<file path="src/rtl/grbf_ram.sv">
// generic single write port ram with registered read
`timescale 1ns / 1ps

module grbf_ram #(
    parameter int WIDTH = 32,
    parameter int DEPTH = 16
) (
    input  logic                                         clk,
    input  logic                                         we,
    input  logic [((DEPTH > 1) ? $clog2(DEPTH) : 1)-1:0] waddr,
    input  logic [WIDTH-1:0]                             wdata,
    input  logic [((DEPTH > 1) ? $clog2(DEPTH) : 1)-1:0] raddr,
    output logic [WIDTH-1:0]                             rdata
);

    logic [WIDTH-1:0] mem [DEPTH];

    always_ff @(posedge clk)
    begin
        if (we)
        begin
            mem[waddr] <= wdata;
        end
        rdata <= mem[raddr];
    end

endmodule

</file>
<file path="config.mk">
export PLATFORM = sky130hd
export DESIGN_NAME = grbf_ram
export DESIGN_NICKNAME = d
export VERILOG_FILES = /design/src/rtl/grbf_ram.sv
export SDC_FILE = /design/constraint.sdc
export NUM_CORES = 1
export LEC_CHECK = 0
export ABC_AREA = 1
export BUFFER_PORTS_ARGS = -buffer_cell sky130_fd_sc_hd__buf_2
export CAP_MARGIN = 5
export CORE_ASPECT_RATIO = 0.8
export CORE_MARGIN = 5
export CORE_UTILIZATION = 35
export CTS_BUF_LIST = sky130_fd_sc_hd__clkbuf_8
export DETAILED_ROUTE_END_ITERATION = 8
export HOLD_SLACK_MARGIN = 0.03
export PLACE_DENSITY = 0.52
export REMOVE_ABC_BUFFERS = 1
export SYNTH_ARGS = -nofsm -noshare
export SYNTH_HDL_FRONTEND = slang
export SYNTH_SLANG_ARGS = --single-unit
</file>
<file path="constraint.sdc">
create_clock -name clk -period 2.1 [get_ports clk]
set_input_delay 0.21 -clock clk [delete_from_list [all_inputs] [get_ports clk]]
set_output_delay 0.21 -clock clk [all_outputs]
set_load 0.05 [all_outputs]
</file>
==> flow_metrics.py, run 1 <==
metrics = {
    "outcome": {
        "status": "complete, no violations",
    },
    "logic_synthesis": {
        "syn-instance-count": 2120,
        "syn_area_per_cell_um2": 10.72,
        "yosysUniqueCellTypes": 15,
        "synth_top_area_cell": "edfxtp_1",
        "synth_top_area_share_pct": 67.64,
        "syn_area_mm2": 0.02273,
        "synth-seq-area-share_pct": 70.46,
        "synth-seq-cells": 544,
        "yosysWarnings": 0,
        "yosys-top-cells-area": "edfxtp_1 68%, nand2_1 11%, nand3_1 8.5%",
    },
    "sta": {
        "post-route-min-period_ns": 1.501,
        "timing.fmax_ghz": 0.6663,
        "final-setup-viol-count": 0,
        "finalMaxSlewViolations": 0,
        "tightest_slew_ns": 0.6277,
        "rsz0062_at_grt": "no",
        "post-route-period-util_pct": 71.46,
        "setup_tns_ns": 0,
        "final-hold-violation-count": 0,
        "max-slew-margin-rel_pct": 58.15,
        "fin_skew_ns": 0.01979,
    },
    "cts": {
        "clkSlewWorstSetupHoldPaths_ns": 0.06,
        "cts-root-buf": "clkbuf_8",
        "cts_tree": "yes",
        "cts_buffers": 86,
        "htree_levels": 3,
        "clock_latency_ns": 0.66,
        "cts.sinks": 544,
        "clockBufferDepth": 3,
        "cts_resized": 0,
    },
    "detailed_routing": {
        "wl_per_cell_um": 18.12,
        "ant_nets": 0,
        "wirelength_um": 57560,
        "drt-pass1-iter-count": 5,
        "via_per_inst": 4.634,
        "drc_errors": 0,
        "vias": 14722,
        "initialDrtViolationCount": 1169,
    },
    "die": {
        "die_h_um": 237.9,
        "die_area_mm2": 0.07017,
        "ios": 74,
        "coreArea_mm2": 0.06428,
        "std_cell_rows": 83,
        "die_w_um": 294.9,
        "start_util_pct": 35.36,
    },
    "grt": {
        "grt_pass1_wl_um": 88230,
        "grt_pass1_vias": 14658,
        "grt_use_total_pct": 16.29,
        "antenna_found_initial": 2,
        "grt_max_degree": 83,
        "grt_overflow": 0,
    },
    "layout": {
        "finalNetCount": 2294,
        "drive_gt1_share_pct": 10.88,
        "final_util_pct": 40.85,
        "fin_area_mm2": 0.02626,
        "final_cell_mix": "677 x nand2_1, 512 x edfxtp_1, 414 x inv_1",
        "syn_to_final_growth_pct": 15.52,
        "mostFrequentLayoutCell": "nand2_1",
    },
    "placement": {
        "io_buffers": 73,
        "gp_congestion": 0.7297,
        "hpwl_um": 29930,
        "placed_area_mm2": 0.02423,
    },
    "power_and_ir_drop": {
        "switching_share_pct": 24.36,
        "p_sw_uw": 5541,
        "comb_power_share_pct": 7.6,
        "power_frac_clock_pct": 38.7,
        "power_density_mw_per_mm2": 866.0,
        "pwr-share-seq_pct": 53.7,
        "p_int_uw": 17200,
        "ir_drop_v": 0.0005099,
        "leakage_uw": 0.01118,
        "total_power_uw": 22740,
    },
    "setup_path": {
        "arrival_ns": 1.29,
        "cp_slowest_stage_delay_ns": 0.35,
        "worstPathMaxFanout": 1,
        "critPathBufInv": 1,
        "cp_top_family": "flip-flops",
        "start_kind": "flop",
        "cp_slowest_cell": "dfxtp_1",
        "crit_path_cell_trace": "buf_2",
        "path_class": "flop to output port",
        "endpoint_kind": "output port",
        "crit_required_ns": 1.89,
    },
    "flow_run": {
        "maxCapViolCount": 0,
    },
    "worst_hold_path": {
        "hold_path.class": "input pin to flop",
    },
}
-- routing by layer --
metal / track usage [%] / vias to the layer above / share of wire, %
met5: 0 / - / 0
met4: 3.807 / 0 / 1.5
met3: 2.959 / 72 / 5.1
met2: 25.50 / 378 / 45
met1: 23.81 / 7154 / 49
li1: - / 7118 / -
-- final timing paths --
| kind | startpoint | endpoint | slack [ns] | cells past startpoint |
|---|---|---|---|---|
| worst max register to register | mem[1][29] | rdata[29] | 0.95 | 6 |
| worst min-delay path | raddr[0] | rdata[14] | 0.22 | 7 |
| worst max-delay path | rdata[22] | rdata[22] | 0.60 | 1 |
| worst min register to register | mem[7][19] | rdata[19] | 0.65 | 6 |
-- registers in the layout, summed over array words and instances, names as in the netlist --
name,flops
mem,512
rdata,32
-- cell type report --
cell class	instances	area, um2
timing repair buffer	149	1345
sequential	544	16020
clock inverter	61	311.5
clock buffer	100	1376
antenna	2	5.005
multi-input combinational	1081	4667
tap	850	1064
fill	6165	38030
inverter	390	1474
-- what timing repair did --
item	4_1_cts	5_1_grt
hold buffers	33	0
buffers inserted	0	0
hold endpoints to repair	522	0
-- power by group through the flow --
| stage | Clock (uW) | Combinational [uW] | Sequential [uW] |
|---|---|---|---|
| 2_1_floorplan | 0 | 635 | 12700 |
| 3_3_place_gp | 0 | 1700 | 12400 |
| 3_5_place_dp | 0 | 1710 | 12400 |
| 4_1_cts | 9070 | 1760 | 12200 |
| 5_1_grt | 9530 | 1910 | 12200 |
| 6_report | 8800 | 1740 | 12200 |
-- logic make-up after synthesis --
| group | share of synthesized area (%) |
|---|---|
| and+or+nand+nor | 20.00 |
| buffers and inverters | 9.539 |
| DFF | 70.46 |
-- synth_stat cells --
library cell,instances
inv_4,1
nand3_1,385
edfxtp_1,512
nand2_1,677
nor2_1,17
buf_4,6
buf_12,1
nand3b_1,2
inv_1,388
inv_2,1
buf_2,41
buf_1,14
buf_6,29
clkbuf_1,14
dfxtp_1,32
-- stage by stage --
step                      hold WS, ns  std cells  setup slack, ns
after floorplan                0.3089       2015          -0.4490
after global placement         0.5982       2981           0.4742
after detailed placement       0.6064       2981           0.4728
after CTS                      0.1751       3175           0.5346
after global routing           0.2216       3176           0.5376
final                          0.2220       3177           0.5993
Note: power is estimated with default switching activity, not from simulation.
==> run 2: changes to the inputs <==
clock period = 1.2 ns   (was 2.1 ns; I/O delays follow)
==> flow_metrics.py, run 2 (synthesis results as in run 1) <==
metrics = {
    "setup_path": {
        "cp_slowest_stage_delay_ns": 0.40,
        "r2r_cells": 6,
        "crit_required_ns": 1.08,
        "crit_cells": 1,
        "critPathBufInv": 1,
        "start_kind": "flop",
        "worstPathMaxFanout": 1,
        "cp_slowest_cell": "dfxtp_4",
        "endpoint_kind": "output port",
        "cp_top_family": "flip-flops",
        "arrival_ns": 1.22,
        "path_class": "flop to output port",
        "crit_path_cell_trace": "buf_8",
    },
    "cts": {
        "clkSlewWorstSetupHoldPaths_ns": 0.06,
        "cts_tree": "yes",
        "cts.sinks": 544,
        "clockBufferDepth": 3,
        "cts_buffers": 87,
        "clock_latency_ns": 0.68,
        "htree_levels": 3,
        "cts-root-buf": "clkbuf_8",
    },
    "sta": {
        "finalMaxSlewViolations": 0,
        "post-route-min-period_ns": 1.338,
        "tightest_slew_ns": 0.3880,
        "fin_ws_ns": -0.1380,
        "final-hold-violation-count": 0,
        "max-slew-margin-rel_pct": 74.13,
        "post-route-period-util_pct": 111.5,
        "rsz0062_at_grt": "yes",
        "timing.fmax_ghz": 0.7474,
        "final-setup-viol-count": 32,
        "hold_slack_ns": 0.09423,
        "fin_skew_ns": 0.02755,
    },
    "outcome": {
        "status": "complete, but fails checks",
        "violations": "negative setup slack",
    },
    "placement": {
        "gp_congestion": 0.8088,
        "io_buffers": 73,
        "hpwl_um": 34790,
        "placed_area_mm2": 0.02515,
    },
    "die": {
        "ios": 74,
        "die_area_mm2": 0.07017,
        "die_h_um": 237.9,
        "die_w_um": 294.9,
        "start_util_pct": 35.36,
        "coreArea_mm2": 0.06428,
        "std_cell_rows": 83,
    },
    "flow_run": {
        "maxCapViolCount": 0,
    },
    "layout": {
        "final_cell_mix": "677 x nand2_1, 512 x edfxtp_1, 432 x inv_1",
        "drive_gt1_share_pct": 14.27,
        "fin_area_mm2": 0.02740,
        "syn_to_final_growth_pct": 20.54,
        "finalNetCount": 2371,
        "largest_reg_flops": 512,
        "mostFrequentLayoutCell": "nand2_1",
        "reg.largest.list": "mem x512, rdata x32",
        "top_register": "mem",
    },
    "grt": {
        "grt_pass1_wl_um": 89430,
        "grt_overflow": 0,
        "grt_max_degree": 59,
        "grt_use_total_pct": 16.57,
        "antenna_found_initial": 3,
        "grt_pass1_vias": 14881,
    },
    "power_and_ir_drop": {
        "ir_drop_v": 0.0008606,
        "power_density_mw_per_mm2": 1439,
        "leakage_uw": 0.01175,
    },
    "detailed_routing": {
        "drc_errors": 0,
        "wl_per_cell_um": 18.06,
        "via_per_inst": 4.627,
        "drt-pass1-iter-count": 5,
        "initialDrtViolationCount": 1225,
        "wirelength_um": 58640,
        "vias": 15025,
        "ant_nets": 0,
    },
    "worst_hold_path": {
        "hold_path.class": "input pin to flop",
        "hold_depth": 6,
    },
}
[run 2: cell types whose count changed in the layout (fill, tap and decap cells not counted), moves of 28 or more]
cell     change
dfxtp_2     +28
buf_4       +47
dfxtp_1     -32
buf_12      +28
buf_8       +28
buf_2       -32
[run 2: cell type report]
type                            instances  area (um2)
Inverter                              390        1474
Clock buffer                           92        1266
Fill cell                            6076       36880
Clock inverter                         64       286.5
Sequential cell                       544       16070
Tap cell                              850        1064
Multi-Input combinational cell       1081        4667
Antenna cell                            1       2.502
Timing Repair Buffer                  225        2574
[run 2: stage by stage]
step	instances	TNS [ns]	setup WS, ns	utilization (%)	total power, uW
after floorplan	2015	-496.09	-1.259	-	23300
after global placement	3056	-71.42	-0.1837	39.12	24990
after detailed placement	3056	-66.76	-0.1739	39.12	25010
after CTS	3246	-4.281	-0.1980	42.60	39920
after global routing	3246	-4.602	-0.2315	42.62	41120
final	3247	-2.003	-0.1380	42.62	39430
[run 2: worst paths after layout]
| path | startpoint | endpoint | slack (ns) |
|---|---|---|---|
| min | raddr[1] | rdata[30] | 0.09 |
| min reg2reg | mem[10][19] | rdata[19] | 0.65 |
| max | rdata[31] | rdata[31] | -0.14 |
| max reg2reg | mem[1][29] | rdata[29] | 0.14 |
[run 2: per-layer routing]
metal / up-vias / GRT usage (%) / share of wire [%]
met5: - / 0 / 0.022
met4: 2 / 3.679 / 1.6
met3: 86 / 3.899 / 6.0
met2: 394 / 25.69 / 45
met1: 7262 / 23.92 / 47
li1: 7281 / - / -
[run 2: what timing repair did]
action	in CTS	in global routing
hold buffers	34	0
gates resized for setup	125	3
setup endpoints to repair	32	32
setup buffers	0	0
hold endpoints to repair	539	0
[run 2: report_power, final]
group	leakage, uW	internal [uW]	switching [uW]	total (uW)
Clock	0.000955	7270	7190	14500
Sequential	0.00490	21300	186	21500
Combinational	0.00589	1270	2250	3520
==> run 3: changes to the inputs <==
MAX_ROUTING_LAYER = met4   (was unset)
==> flow_metrics.py, run 3 (synthesis results as in run 1) <==
metrics = {
    "outcome": {
        "status": "complete, but fails checks",
        "violations": "negative setup slack",
    },
    "die": {
        "die_w_um": 294.9,
        "ios": 74,
        "std_cell_rows": 83,
        "die_area_mm2": 0.07017,
        "start_util_pct": 35.36,
        "die_h_um": 237.9,
        "coreArea_mm2": 0.06428,
    },
    "detailed_routing": {
        "ant_nets": 0,
        "wl_per_cell_um": 18.07,
        "vias": 15066,
        "initialDrtViolationCount": 1149,
        "drc_errors": 0,
        "drt-pass1-iter-count": 5,
        "wirelength_um": 58690,
        "via_per_inst": 4.639,
    },
    "placement": {
        "place_inst": 3056,
        "hpwl_um": 34790,
        "io_buffers": 73,
        "gp_congestion": 0.8206,
    },
    "worst_hold_path": {
        "holdCritStartpoint": "raddr[1]",
        "hold_depth": 6,
        "holdPathEnd": "rdata[30]",
        "hold_path.class": "input pin to flop",
    },
    "sta": {
        "post-route-min-period_ns": 1.342,
        "final-hold-violation-count": 0,
        "fin_skew_ns": 0.02602,
        "hold_slack_ns": 0.09029,
        "tightest_slew_ns": 0.3824,
        "rsz0062_at_grt": "yes",
        "max-slew-margin-rel_pct": 74.44,
        "fin_ws_ns": -0.1417,
        "final-setup-viol-count": 32,
        "finalMaxSlewViolations": 0,
        "timing.fmax_ghz": 0.7453,
        "post-route-period-util_pct": 111.8,
    },
    "power_and_ir_drop": {
        "power_density_mw_per_mm2": 1438,
        "comb_power_share_pct": 8.9,
        "p_int_uw": 29800,
        "p_sw_uw": 9615,
        "ir_drop_v": 0.0008621,
        "pwr-share-seq_pct": 54.4,
        "switching_share_pct": 24.39,
        "power_frac_clock_pct": 36.6,
        "leakage_uw": 0.01175,
    },
    "cts": {
        "clockBufferDepth": 3,
        "cts-root-buf": "clkbuf_8",
        "cts_buffers": 87,
        "htree_levels": 3,
        "cts.sinks": 544,
        "clock_latency_ns": 0.67,
        "cts_tree": "yes",
        "clkSlewWorstSetupHoldPaths_ns": 0.06,
    },
    "grt": {
        "grt_overflow": 0,
        "grt_max_degree": 59,
        "antenna_found_initial": 3,
        "grt_pass1_wl_um": 89450,
        "grt_use_total_pct": 17.09,
        "grt_pass1_vias": 14870,
    },
    "setup_path": {
        "path_class": "flop to output port",
        "cp_top_family": "flip-flops",
        "cp_slowest_cell": "dfxtp_4",
        "worstPathMaxFanout": 1,
        "critPathBufInv": 1,
        "arrival_ns": 1.22,
        "endpoint_kind": "output port",
        "start_kind": "flop",
        "reg2reg_slack_ns": 0.14,
        "crit_path_cell_trace": "buf_8",
        "reg2reg_to": "rdata[29]",
        "crit_cells": 1,
        "cp_slowest_stage_delay_ns": 0.40,
        "crit_required_ns": 1.08,
        "r2r_start": "mem[1][29]",
        "r2r_cells": 6,
    },
    "layout": {
        "final_cell_mix": "677 x nand2_1, 512 x edfxtp_1, 432 x inv_1",
        "finalNetCount": 2371,
        "reg.largest.list": "mem x512, rdata x32",
        "largest_reg_flops": 512,
        "final_util_pct": 42.63,
        "final_cells": 3248,
        "multiInputGateArea_mm2": 0.004667,
        "top_register": "mem",
        "mostFrequentLayoutCell": "nand2_1",
        "drive_gt1_share_pct": 14.27,
        "syn_to_final_growth_pct": 20.55,
        "n_fill_cell": 6075,
        "area.sequential_mm2": 0.01607,
    },
    "flow_run": {
        "maxCapViolCount": 0,
    },
}
[run 3: cell count changes in the layout (fill, tap and decap cells not counted), sizes merged]
cell | previous run | this run
diode | 1 | 2
[run 3: final cells by class]
cell class	count	share of cell area (%)
timing repair buffer	225	9.393
inverter	390	5.379
antenna	2	0.01826
multi-input combinational	1081	17.03
clock buffer	92	4.621
clock inverter	64	1.046
sequential	544	58.63
tap	850	3.881
[run 3: routing by layer]
layer  GRT usage [%]  routed length, um  vias up
met1           24.05              28050     7327
met2           25.65              26270      361
met4           3.764                960        0
met5               -                  0        -
met3           3.760               3409       92
li1                -                  -     7286
[run 3: stage by stage]
step                power, uW  cell area (um2)  setup WS, ns  setup TNS (ns)
global route            41120            27400       -0.2349          -4.715
finish                  39420            27400       -0.1417          -2.023
floorplan               23300            22030        -1.259         -496.09
detailed placement      25010            25150       -0.1739          -66.76
global placement        24990            25150       -0.1837          -71.42
CTS                     39920            27390       -0.1980          -4.281
[run 3: timing repair]
action	4_1_cts	5_1_grt
hold buffers	34	0
cloned	0	0
gates resized for setup	125	3
buffers inserted	0	0
endpoints found under the setup margin	32	32
hold endpoints to repair	539	0
[run 3: worst max path at each step]
stage               startpoint    endpoint  slack [ns]
floorplan             raddr[1]    rdata[0]       -1.26
global placement      waddr[0]  mem[2][20]       -0.18
detailed placement    raddr[0]    rdata[8]       -0.17
CTS                  rdata[31]   rdata[31]       -0.20
global route         rdata[31]   rdata[31]       -0.23
finish               rdata[31]   rdata[31]       -0.14
[run 3: power by group through the flow]
stage	Clock (uW)	Combinational, uW	Sequential [uW]
finish	14400	3520	21500
global route	15800	3830	21500
floorplan	0	1110	22200
global placement	0	3210	21800
detailed placement	0	3230	21800
CTS	14900	3550	21500
